==> src/sv/rmf_pkg.sv <==
`timescale 1ns / 1ps

package rmf_pkg;

  // Fixed field widths
  localparam int SAMPLE_W = 16;
  localparam int KSIZE_W  = 5;
  localparam int SEEN_W   = 5;

  // Default maximum window length
  localparam int MAX_KERNEL_DEF = 31;

  // Register and counter constants
  localparam logic [KSIZE_W-1:0] KSIZE_RESET = KSIZE_W'(3);
  localparam logic [SEEN_W-1:0]  SEEN_MAX    = '1;

  // Input word
  typedef struct packed {
    logic signed [SAMPLE_W-1:0] sample;
    logic                       last;
  } in_word_t;

  // Output word
  typedef struct packed {
    logic signed [SAMPLE_W-1:0] median;
    logic                       last_res;
  } out_word_t;

  // Commands from the controller to the datapath
  typedef struct packed {
    logic load;          // shift the input sample into the line
    logic flush;         // shift a zero into the line
    logic clear;         // zero the whole line
    logic search_start;  // restart the rank search
    logic search_run;    // advance the rank search
    logic emit;          // move the found median to the output stage
    logic emit_last;     // mark the emitted word as final
  } dp_cmd_t;

  // Status from the datapath to the controller
  typedef struct packed {
    logic found;         // median of the current window is known
    logic out_full;      // output stage holds a word that is not taken now
  } dp_sts_t;

  // Controller states
  typedef enum logic [1:0] {
    ST_IDLE,
    ST_SEARCH,
    ST_EMIT,
    ST_ADVANCE
  } state_e;

endpackage

==> src/sv/rmf_ctrl.sv <==
`timescale 1ns / 1ps

module rmf_ctrl #(
  parameter int MAX_KERNEL = rmf_pkg::MAX_KERNEL_DEF
) (
  input  logic                          clk_i,
  input  logic                          rst_ni,
  input  logic                          cfg_valid_i,
  output logic                          cfg_ready_o,
  input  logic [rmf_pkg::KSIZE_W-1:0]   cfg_data_i,
  input  logic                          in_valid_i,
  output logic                          in_ready_o,
  input  logic                          in_last_i,
  output rmf_pkg::dp_cmd_t              cmd_o,
  input  rmf_pkg::dp_sts_t              sts_i,
  output logic [$clog2(MAX_KERNEL+1)-1:0] win_len_o
);
  import rmf_pkg::*;

  localparam int KW   = $clog2(MAX_KERNEL + 1);
  localparam int CW   = (KW > KSIZE_W) ? KW : KSIZE_W;
  localparam int SUMW = ((CW > SEEN_W) ? CW : SEEN_W) + 1;
  localparam logic [CW-1:0] K_CAP = CW'((MAX_KERNEL - 1) | 1);

  state_e              state_q, state_d;
  logic [KSIZE_W-1:0]  ksize_q;
  logic [KW-1:0]       t_q, t_d;
  logic [SEEN_W-1:0]   j_q, j_d;
  logic [SEEN_W-1:0]   seen_q, seen_d;
  logic                last_q, last_d;
  logic [CW-1:0]       k_req;
  logic [KW-1:0]       half;
  logic                due_now;
  logic                due_next;

  // Window length: odd, capped at the largest odd value within the line
  always_comb begin
    k_req     = CW'(ksize_q) | CW'(1);
    win_len_o = (k_req > K_CAP) ? KW'(K_CAP) : KW'(k_req);
    half      = win_len_o >> 1;
  end

  // A median is due once the output position is half a window back
  assign due_now  = SUMW'(seen_q) >= SUMW'(half);
  assign due_next = (SUMW'(t_q) + SUMW'(1) + SUMW'(j_q)) >= SUMW'(half);

  assign cfg_ready_o = 1'b1;

  // Kernel size register
  always_ff @(posedge clk_i or negedge rst_ni) begin
    if (!rst_ni) begin
      ksize_q <= KSIZE_RESET;
    end else if (cfg_valid_i) begin
      ksize_q <= cfg_data_i;
    end
  end

  // State and sequence counters
  always_ff @(posedge clk_i or negedge rst_ni) begin
    if (!rst_ni) begin
      state_q <= ST_IDLE;
      t_q     <= '0;
      j_q     <= '0;
      seen_q  <= '0;
      last_q  <= 1'b0;
    end else begin
      state_q <= state_d;
      t_q     <= t_d;
      j_q     <= j_d;
      seen_q  <= seen_d;
      last_q  <= last_d;
    end
  end

  // Next state and commands
  always_comb begin
    state_d    = state_q;
    t_d        = t_q;
    j_d        = j_q;
    seen_d     = seen_q;
    last_d     = last_q;
    cmd_o      = '0;
    in_ready_o = 1'b0;
    unique case (state_q)
      ST_IDLE: begin
        in_ready_o = 1'b1;
        if (in_valid_i) begin
          cmd_o.load         = 1'b1;
          cmd_o.search_start = 1'b1;
          last_d             = in_last_i;
          j_d                = seen_q;
          t_d                = '0;
          if (seen_q != SEEN_MAX) begin
            seen_d = seen_q + SEEN_W'(1);
          end
          state_d = due_now ? ST_SEARCH : ST_ADVANCE;
        end
      end
      ST_SEARCH: begin
        cmd_o.search_run = !sts_i.found;
        if (sts_i.found) begin
          state_d = ST_EMIT;
        end
      end
      ST_EMIT: begin
        if (!sts_i.out_full) begin
          cmd_o.emit      = 1'b1;
          cmd_o.emit_last = last_q && (t_q == half);
          state_d         = ST_ADVANCE;
        end
      end
      ST_ADVANCE: begin
        if (last_q && (t_q < half)) begin
          // one more zero insertion of the end-of-sequence flush
          cmd_o.flush        = 1'b1;
          cmd_o.search_start = 1'b1;
          t_d                = t_q + KW'(1);
          state_d            = due_next ? ST_SEARCH : ST_ADVANCE;
        end else begin
          if (last_q) begin
            cmd_o.clear = 1'b1;
            seen_d      = '0;
            last_d      = 1'b0;
          end
          state_d = ST_IDLE;
        end
      end
      default: begin
        state_d = ST_IDLE;
      end
    endcase
  end

endmodule

==> src/sv/rmf_datapath.sv <==
`timescale 1ns / 1ps

module rmf_datapath #(
  parameter int MAX_KERNEL = rmf_pkg::MAX_KERNEL_DEF
) (
  input  logic                               clk_i,
  input  logic                               rst_ni,
  input  logic signed [rmf_pkg::SAMPLE_W-1:0] sample_i,
  input  rmf_pkg::dp_cmd_t                   cmd_i,
  output rmf_pkg::dp_sts_t                   sts_o,
  input  logic [$clog2(MAX_KERNEL+1)-1:0]    win_len_i,
  output logic                               out_valid_o,
  input  logic                               out_ready_i,
  output rmf_pkg::out_word_t                 out_data_o
);
  import rmf_pkg::*;

  localparam int KW = $clog2(MAX_KERNEL + 1);
  localparam int IW = (MAX_KERNEL > 1) ? $clog2(MAX_KERNEL) : 1;

  logic signed [SAMPLE_W-1:0] line_q [MAX_KERNEL];
  logic [IW-1:0]              idx_q;
  logic                       p1_valid_q;
  logic signed [SAMPLE_W-1:0] cand_q;
  logic [MAX_KERNEL-1:0]      lt_q, le_q;
  logic [MAX_KERNEL-1:0]      lt_d, le_d;
  logic signed [SAMPLE_W-1:0] cand;
  logic [KW-1:0]              cnt_lt, cnt_le;
  logic [KW-1:0]              half;
  logic                       hit;
  logic                       found_q;
  logic signed [SAMPLE_W-1:0] median_q;
  logic                       out_valid_q;
  out_word_t                  out_data_q;

  assign half = win_len_i >> 1;

  // Arrival line, newest first
  always_ff @(posedge clk_i or negedge rst_ni) begin
    if (!rst_ni) begin
      for (int i = 0; i < MAX_KERNEL; i++) begin
        line_q[i] <= '0;
      end
    end else if (cmd_i.clear) begin
      for (int i = 0; i < MAX_KERNEL; i++) begin
        line_q[i] <= '0;
      end
    end else if (cmd_i.load || cmd_i.flush) begin
      for (int i = MAX_KERNEL - 1; i > 0; i--) begin
        line_q[i] <= line_q[i-1];
      end
      line_q[0] <= cmd_i.load ? sample_i : '0;
    end
  end

  // Rank stage: compare one candidate against every window entry
  always_comb begin
    cand = line_q[idx_q];
    for (int i = 0; i < MAX_KERNEL; i++) begin
      lt_d[i] = (KW'(i) < win_len_i) && (line_q[i] < cand);
      le_d[i] = (KW'(i) < win_len_i) && (line_q[i] <= cand);
    end
  end

  // Count stage: median if at most half the window is below it, over half at or below
  always_comb begin
    cnt_lt = '0;
    cnt_le = '0;
    for (int i = 0; i < MAX_KERNEL; i++) begin
      cnt_lt = cnt_lt + KW'(lt_q[i]);
      cnt_le = cnt_le + KW'(le_q[i]);
    end
    hit = p1_valid_q && (cnt_lt <= half) && (cnt_le > half);
  end

  // Search control
  always_ff @(posedge clk_i or negedge rst_ni) begin
    if (!rst_ni) begin
      idx_q      <= '0;
      p1_valid_q <= 1'b0;
      found_q    <= 1'b0;
    end else if (cmd_i.search_start) begin
      idx_q      <= '0;
      p1_valid_q <= 1'b0;
      found_q    <= 1'b0;
    end else begin
      if (cmd_i.search_run) begin
        p1_valid_q <= 1'b1;
        if ((KW'(idx_q) + KW'(1)) < win_len_i) begin
          idx_q <= idx_q + IW'(1);
        end
      end
      if (hit) begin
        found_q <= 1'b1;
      end
    end
  end

  // Search payload
  always_ff @(posedge clk_i) begin
    if (cmd_i.search_run) begin
      cand_q <= cand;
      lt_q   <= lt_d;
      le_q   <= le_d;
    end
    if (hit && !found_q) begin
      median_q <= cand_q;
    end
  end

  // Output stage
  always_ff @(posedge clk_i or negedge rst_ni) begin
    if (!rst_ni) begin
      out_valid_q <= 1'b0;
    end else if (cmd_i.emit) begin
      out_valid_q <= 1'b1;
    end else if (out_ready_i) begin
      out_valid_q <= 1'b0;
    end
  end

  always_ff @(posedge clk_i) begin
    if (cmd_i.emit) begin
      out_data_q.median   <= median_q;
      out_data_q.last_res <= cmd_i.emit_last;
    end
  end

  assign out_valid_o    = out_valid_q;
  assign out_data_o     = out_data_q;
  assign sts_o.found    = found_q;
  assign sts_o.out_full = out_valid_q && !out_ready_i;

endmodule

==> src/sv/running_median_filter_unit.sv <==
`timescale 1ns / 1ps

// Sliding-window median filter with zero padding.
// Input channel (in_valid_i/in_ready_o/in_data_i) takes one signed sample per
// word plus a last flag. Output channel (out_valid_o/out_ready_i/out_data_o)
// gives medians with last_res on the final one of a sequence. The config
// channel (cfg_valid_i/cfg_ready_o/cfg_data_i) writes kernel_size; the window
// is kernel_size with bit zero set, capped at the largest odd length that fits
// in MAX_KERNEL entries. Write it only while the block is idle; a write inside
// a sequence applies from the next word on.
// Steps: with no median due, a word goes from idle to the advance step; else
// the rank search tests one candidate a cycle against the whole K-entry window,
// then come the emit and advance steps. A word flagged last adds K/2 zero
// insertions, each searched when a median is due, then a one-cycle clear.
// A finished median sits in a one-word output stage; the next input word is
// accepted while it waits. A stalled receiver holds the block in the emit step
// only when a second median is ready.
// Reset: kernel_size returns to 3, the sample line is zeroed, the sequence
// count clears and the output stage empties.
module running_median_filter_unit #(
  parameter int MAX_KERNEL = rmf_pkg::MAX_KERNEL_DEF
) (
  input  logic                        clk_i,
  input  logic                        rst_ni,
  input  logic                        cfg_valid_i,
  output logic                        cfg_ready_o,
  input  logic [rmf_pkg::KSIZE_W-1:0] cfg_data_i,
  input  logic                        in_valid_i,
  output logic                        in_ready_o,
  input  rmf_pkg::in_word_t           in_data_i,
  output logic                        out_valid_o,
  input  logic                        out_ready_i,
  output rmf_pkg::out_word_t          out_data_o
);
  import rmf_pkg::*;

  localparam int KW = $clog2(MAX_KERNEL + 1);

  dp_cmd_t       cmd;
  dp_sts_t       sts;
  logic [KW-1:0] win_len;

  // Sequencing
  rmf_ctrl #(
    .MAX_KERNEL (MAX_KERNEL)
  ) u_ctrl (
    .clk_i       (clk_i),
    .rst_ni      (rst_ni),
    .cfg_valid_i (cfg_valid_i),
    .cfg_ready_o (cfg_ready_o),
    .cfg_data_i  (cfg_data_i),
    .in_valid_i  (in_valid_i),
    .in_ready_o  (in_ready_o),
    .in_last_i   (in_data_i.last),
    .cmd_o       (cmd),
    .sts_i       (sts),
    .win_len_o   (win_len)
  );

  // Sample line, rank search and output stage
  rmf_datapath #(
    .MAX_KERNEL (MAX_KERNEL)
  ) u_datapath (
    .clk_i       (clk_i),
    .rst_ni      (rst_ni),
    .sample_i    (in_data_i.sample),
    .cmd_i       (cmd),
    .sts_o       (sts),
    .win_len_i   (win_len),
    .out_valid_o (out_valid_o),
    .out_ready_i (out_ready_i),
    .out_data_o  (out_data_o)
  );

  // A word is only moved to the output stage when that stage is free
  assert property (@(posedge clk_i) disable iff (!rst_ni)
    cmd.emit |-> !sts.out_full)
    else $error("median emitted over a waiting word");

  // Only a found median is emitted
  assert property (@(posedge clk_i) disable iff (!rst_ni)
    cmd.emit |-> sts.found)
    else $error("median emitted before the search finished");

  // No input is taken while a search is running
  assert property (@(posedge clk_i) disable iff (!rst_ni)
    in_ready_o |-> !cmd.search_run)
    else $error("input accepted during a search");

endmodule

==> config.mk <==
export PLATFORM = sky130hd
export DESIGN_NAME = running_median_filter_unit
export DESIGN_NICKNAME = d
export VERILOG_FILES = /design/src/sv/rmf_pkg.sv /design/src/sv/rmf_ctrl.sv /design/src/sv/rmf_datapath.sv /design/src/sv/running_median_filter_unit.sv
export SDC_FILE = /design/constraint.sdc
export NUM_CORES = 2
export LEC_CHECK = 0
export BUFFER_PORTS_ARGS = -buffer_cell sky130_fd_sc_hd__buf_2
export CAP_MARGIN = 30
export CORE_UTILIZATION = 25
export CTS_CLUSTER_DIAMETER = 60
export DETAILED_ROUTE_END_ITERATION = 8
export PLACE_DENSITY = 0.37
export SLEW_MARGIN = 20
export SYNTH_ARGS = -nofsm -noshare
export SYNTH_HDL_FRONTEND = slang
export SYNTH_SLANG_ARGS = --single-unit
==> constraint.sdc <==
create_clock -name clk_i -period 12.3 [get_ports clk_i]
set_input_delay 0.615 -clock clk_i [delete_from_list [all_inputs] [get_ports clk_i]]
set_output_delay 0.615 -clock clk_i [all_outputs]
set_load 0.02 [all_outputs]
==> flow_summary.toml <==
[job]
max_cap_viol_count = 0

[setup_path]
rrSetupSlack_ns = 5.72
startpoint_type = "register"
timing_startpoint_of_the_critical_path = "u_datapath.le_q[1]$_DFFE_PP_"
path_max_fanout = 16
setup.worst_path.class = "reg -> reg"
critical_path_required_ns = 12.69
worst_r2r_src = "u_datapath.le_q[1]$_DFFE_PP_"
cp-end-kind = "register"
worstPathArrival_ns = 6.98
worst-r2r-cell-count = 20
reg2reg_to = "u_datapath.median_q[4]$_DFFE_PP_"
cp-endpoint = "u_datapath.median_q[4]$_DFFE_PP_"

[clock_network]
post_cts.repair.setup_buffers = 0
clock_tree.root_cell = "clkbuf_16"
worst_setup_hold_path_clk_slew_ns = 0.06
h-tree-depth = 3
tritoncts = "done"
tritoncts.num_buffers = 97
clockBufferDepth = 3
clk-insertion-delay-late_ns = 0.72
numClockSinks = 637

[final_layout]
sequential_cell_area_um2 = 16500
filler_cell_count = 17300
fin_nets = 4923
syn2layout_area_growth_pct = 15.3
multi_input_area_um2 = 23800
drive_gt1_frac = 0.108

[synthesis]
synth.yosys.warnings = 0
postSynth.asyncResetShare = 0.826
netlist.top_cell.by_area = "dfrtp_1"
synth_ff_type = "dfrtp_1"
synth_edf_count = 111
register_area_share_after_synthesis = 0.396
synth_cell_type_count = 75
syn_area_um2 = 41700
post_synth_inst_count = 4297
synth_seq_cells = 637
yosys.area.top_type_share = 0.315
dominant_cells_by_area_after_synthesis = "dfrtp_1, ha_1, nand2_1"
syn_area_per_cell_um2 = 9.69
syn-num-nets = 4922

[place]
port-buffer-count = 44
place_ws_ns = 5.73
gpl.final_weighted_congestion = 0.802
detailedPlacementHpwl_um = 104000

[status]
violations = "DRC"
run_status = "finished, violations left"

[floorplan]
core.rowCount = 149
ios = 47
die_h_um = 410
floorplan.core_area_um2 = 165000
chipWidth_um = 410
fp.dieArea_um2 = 168000
initial_core_utilization = 0.252

[drt]
routed_wirelength_um = 152000
postRouteAntennaNets = 0
first_pass_iters = 9
detail_route.iter0.violations = 2385
post_drt_via_cell_ratio = 4.96
total_number_of_vias = 32600
drt_drc_violations_left = 32
wl_per_cell_um = 23.1

[grt]
first_global_vias = 32500
grt_overflow = 0
grt_max_degree = 187
global_route_wire_length_before_repair_um = 227000
antenna_found_initial = 3
grt_util_all_layers = 0.180

[timing]
tightest_slew_ns = 1.17
clock-skew-final_ns = 0.0274
fmaxAchievable_mhz = 152
timing.slew.headroom = 0.218
grt_setup_unrepaired = "no"
fin_ws_ns = 5.72
report.final.setup_viol = 0
final.min_clock_period_ns = 6.58
final-hold-violation-count = 0
maxSlewViolCount = 0
fin_crit_sh = 0.535
fin_tns_setup_ns = 0

[min_path]
holdPathStages = 2
holdCritPathClass = "in -> reg"
[through the flow]
stage | hold slack, ns | util | std cells | instance area, µm²
after global placement | 0.403 | 0.270 | 6382 | 44500
after CTS | 0.0698 | 0.290 | 6565 | 47900
after detailed placement | 0.405 | 0.270 | 6383 | 44500
final | 0.129 | 0.291 | 6572 | 48000
after floorplan | 0.319 | - | 4297 | 41700
after global routing | 0.0991 | 0.291 | 6569 | 48000
[layout make-up]
cell class | instances | share of cell area
Sequential cell | 637 | 0.344
Multi-Input combinational cell | 3258 | 0.495
Clock buffer | 127 | 0.0556
Antenna cell | 3 | 0.000156
Tap cell | 2189 | 0.0570
Clock inverter | 54 | 0.0143
Timing Repair Buffer | 114 | 0.0191
Inverter | 190 | 0.0148
[worst max-delay path: stages, from the launching register on]
cell      delay, ns
edfxtp_1       0.38
ha_1           0.29
inv_1          0.04
fa_1           0.61
fa_1           0.51
fa_1           0.51
fa_1           0.58
fa_1           0.47
fa_1           0.49
inv_1          0.04
ha_1           0.21
fa_1           0.40
xor2_1         0.20
ha_1           0.31
nand3_1        0.10
o22ai_1        0.13
o22ai_1        0.11
a22oi_1        0.23
nand3_1        0.25
nor2_1         0.15
buf_4          0.24
[worst min path at each step]
stage | slack (ns) | from | endpoint
global placement | 0.40 | u_datapath.cand_q[14]$_DFFE_PP_ | u_datapath.median_q[14]$_DFFE_PP_
CTS | 0.07 | cfg_data_i[4] | u_ctrl.ksize_q[4]$_DFFE_PN0P_
finish | 0.13 | in_data_i[12] | u_datapath.line_q[491]$_DFFE_PN0P_
global route | 0.1 | in_data_i[12] | u_datapath.line_q[491]$_DFFE_PN0P_
detailed placement | 0.40 | u_datapath.cand_q[2]$_DFFE_PP_ | u_datapath.median_q[2]$_DFFE_PP_
floorplan | 0.32 | rst_ni | u_ctrl.j_q[0]$_DFFE_PN0P_
[synthesized netlist by cell type, types with 8 or more instances]
master,instances
a22o_1,21
o22ai_1,11
nor2_1,100
xnor2_1,12
nor4_1,13
a21o_1,64
inv_1,188
a31oi_1,13
a21oi_1,641
nand4_1,85
nand3_1,46
nand2b_1,14
fa_1,47
buf_6,8
a211oi_1,26
mux2_2,22
o21a_1,11
buf_2,20
dfrtp_1,525
o21ai_1,9
clkbuf_1,164
edfxtp_1,111
mux2i_1,34
nor3_1,28
o211ai_1,18
mux4_2,144
and3_1,9
buf_1,19
a2111oi_0,11
o21ai_0,101
nor2b_1,38
nand2_1,1080
ha_1,551
[logic make-up (layout without fill, tap and decap cells)]
kind of cell             after synthesis  after routing  share of synthesized area
AO/OA/AOI/OAI                        986            986                      0.135
flip-flops                           637            637                      0.396
AND/OR/NAND/NOR                     1457           1457                      0.147
multiplexers                         200            200                     0.0920
other                                  1              4                  0.0000900
buffers and inverters                402            485                     0.0384
XOR/XNOR                              16             16                    0.00336
adder cells (fa/ha/maj)              598            598                      0.188
[metal layers]
metal  part of all wire  track usage
met1               0.48        0.257
met3              0.040       0.0228
met2               0.46        0.284
met4              0.024       0.0497
met5                  0            0
[state kept, by name, indices dropped and copies added, names as in the netlist, 16 cells and up]
| register | count |
|---|---|
| u_datapath.lt_q | 31 |
| u_datapath.cand_q | 16 |
| u_datapath.line_q | 496 |
| u_datapath.le_q | 31 |
| u_datapath.median_q | 16 |
| u_datapath.out_data_o | 17 |
[cell usage in the layout (no fill, tap or decap), drive strengths merged, types with 38 or more instances in the layout]
cell,count
nand2,1080
a21o,64
edfxtp,111
nor2b,38
nor2,100
mux4,144
ha,551
buf,113
a21oi,641
nand3,46
o21ai,110
inv,203
dfrtp,525
nand4,85
fa,47
clkbuf,127
[what timing repair did]
action	4_1_cts	5_1_grt
hold endpoints to repair	69	0
resized for setup	0	0
hold buffers	1	0
Power is not shown: default switching activity piles up to over one toggle a cycle in this logic, so the estimate is an artifact.
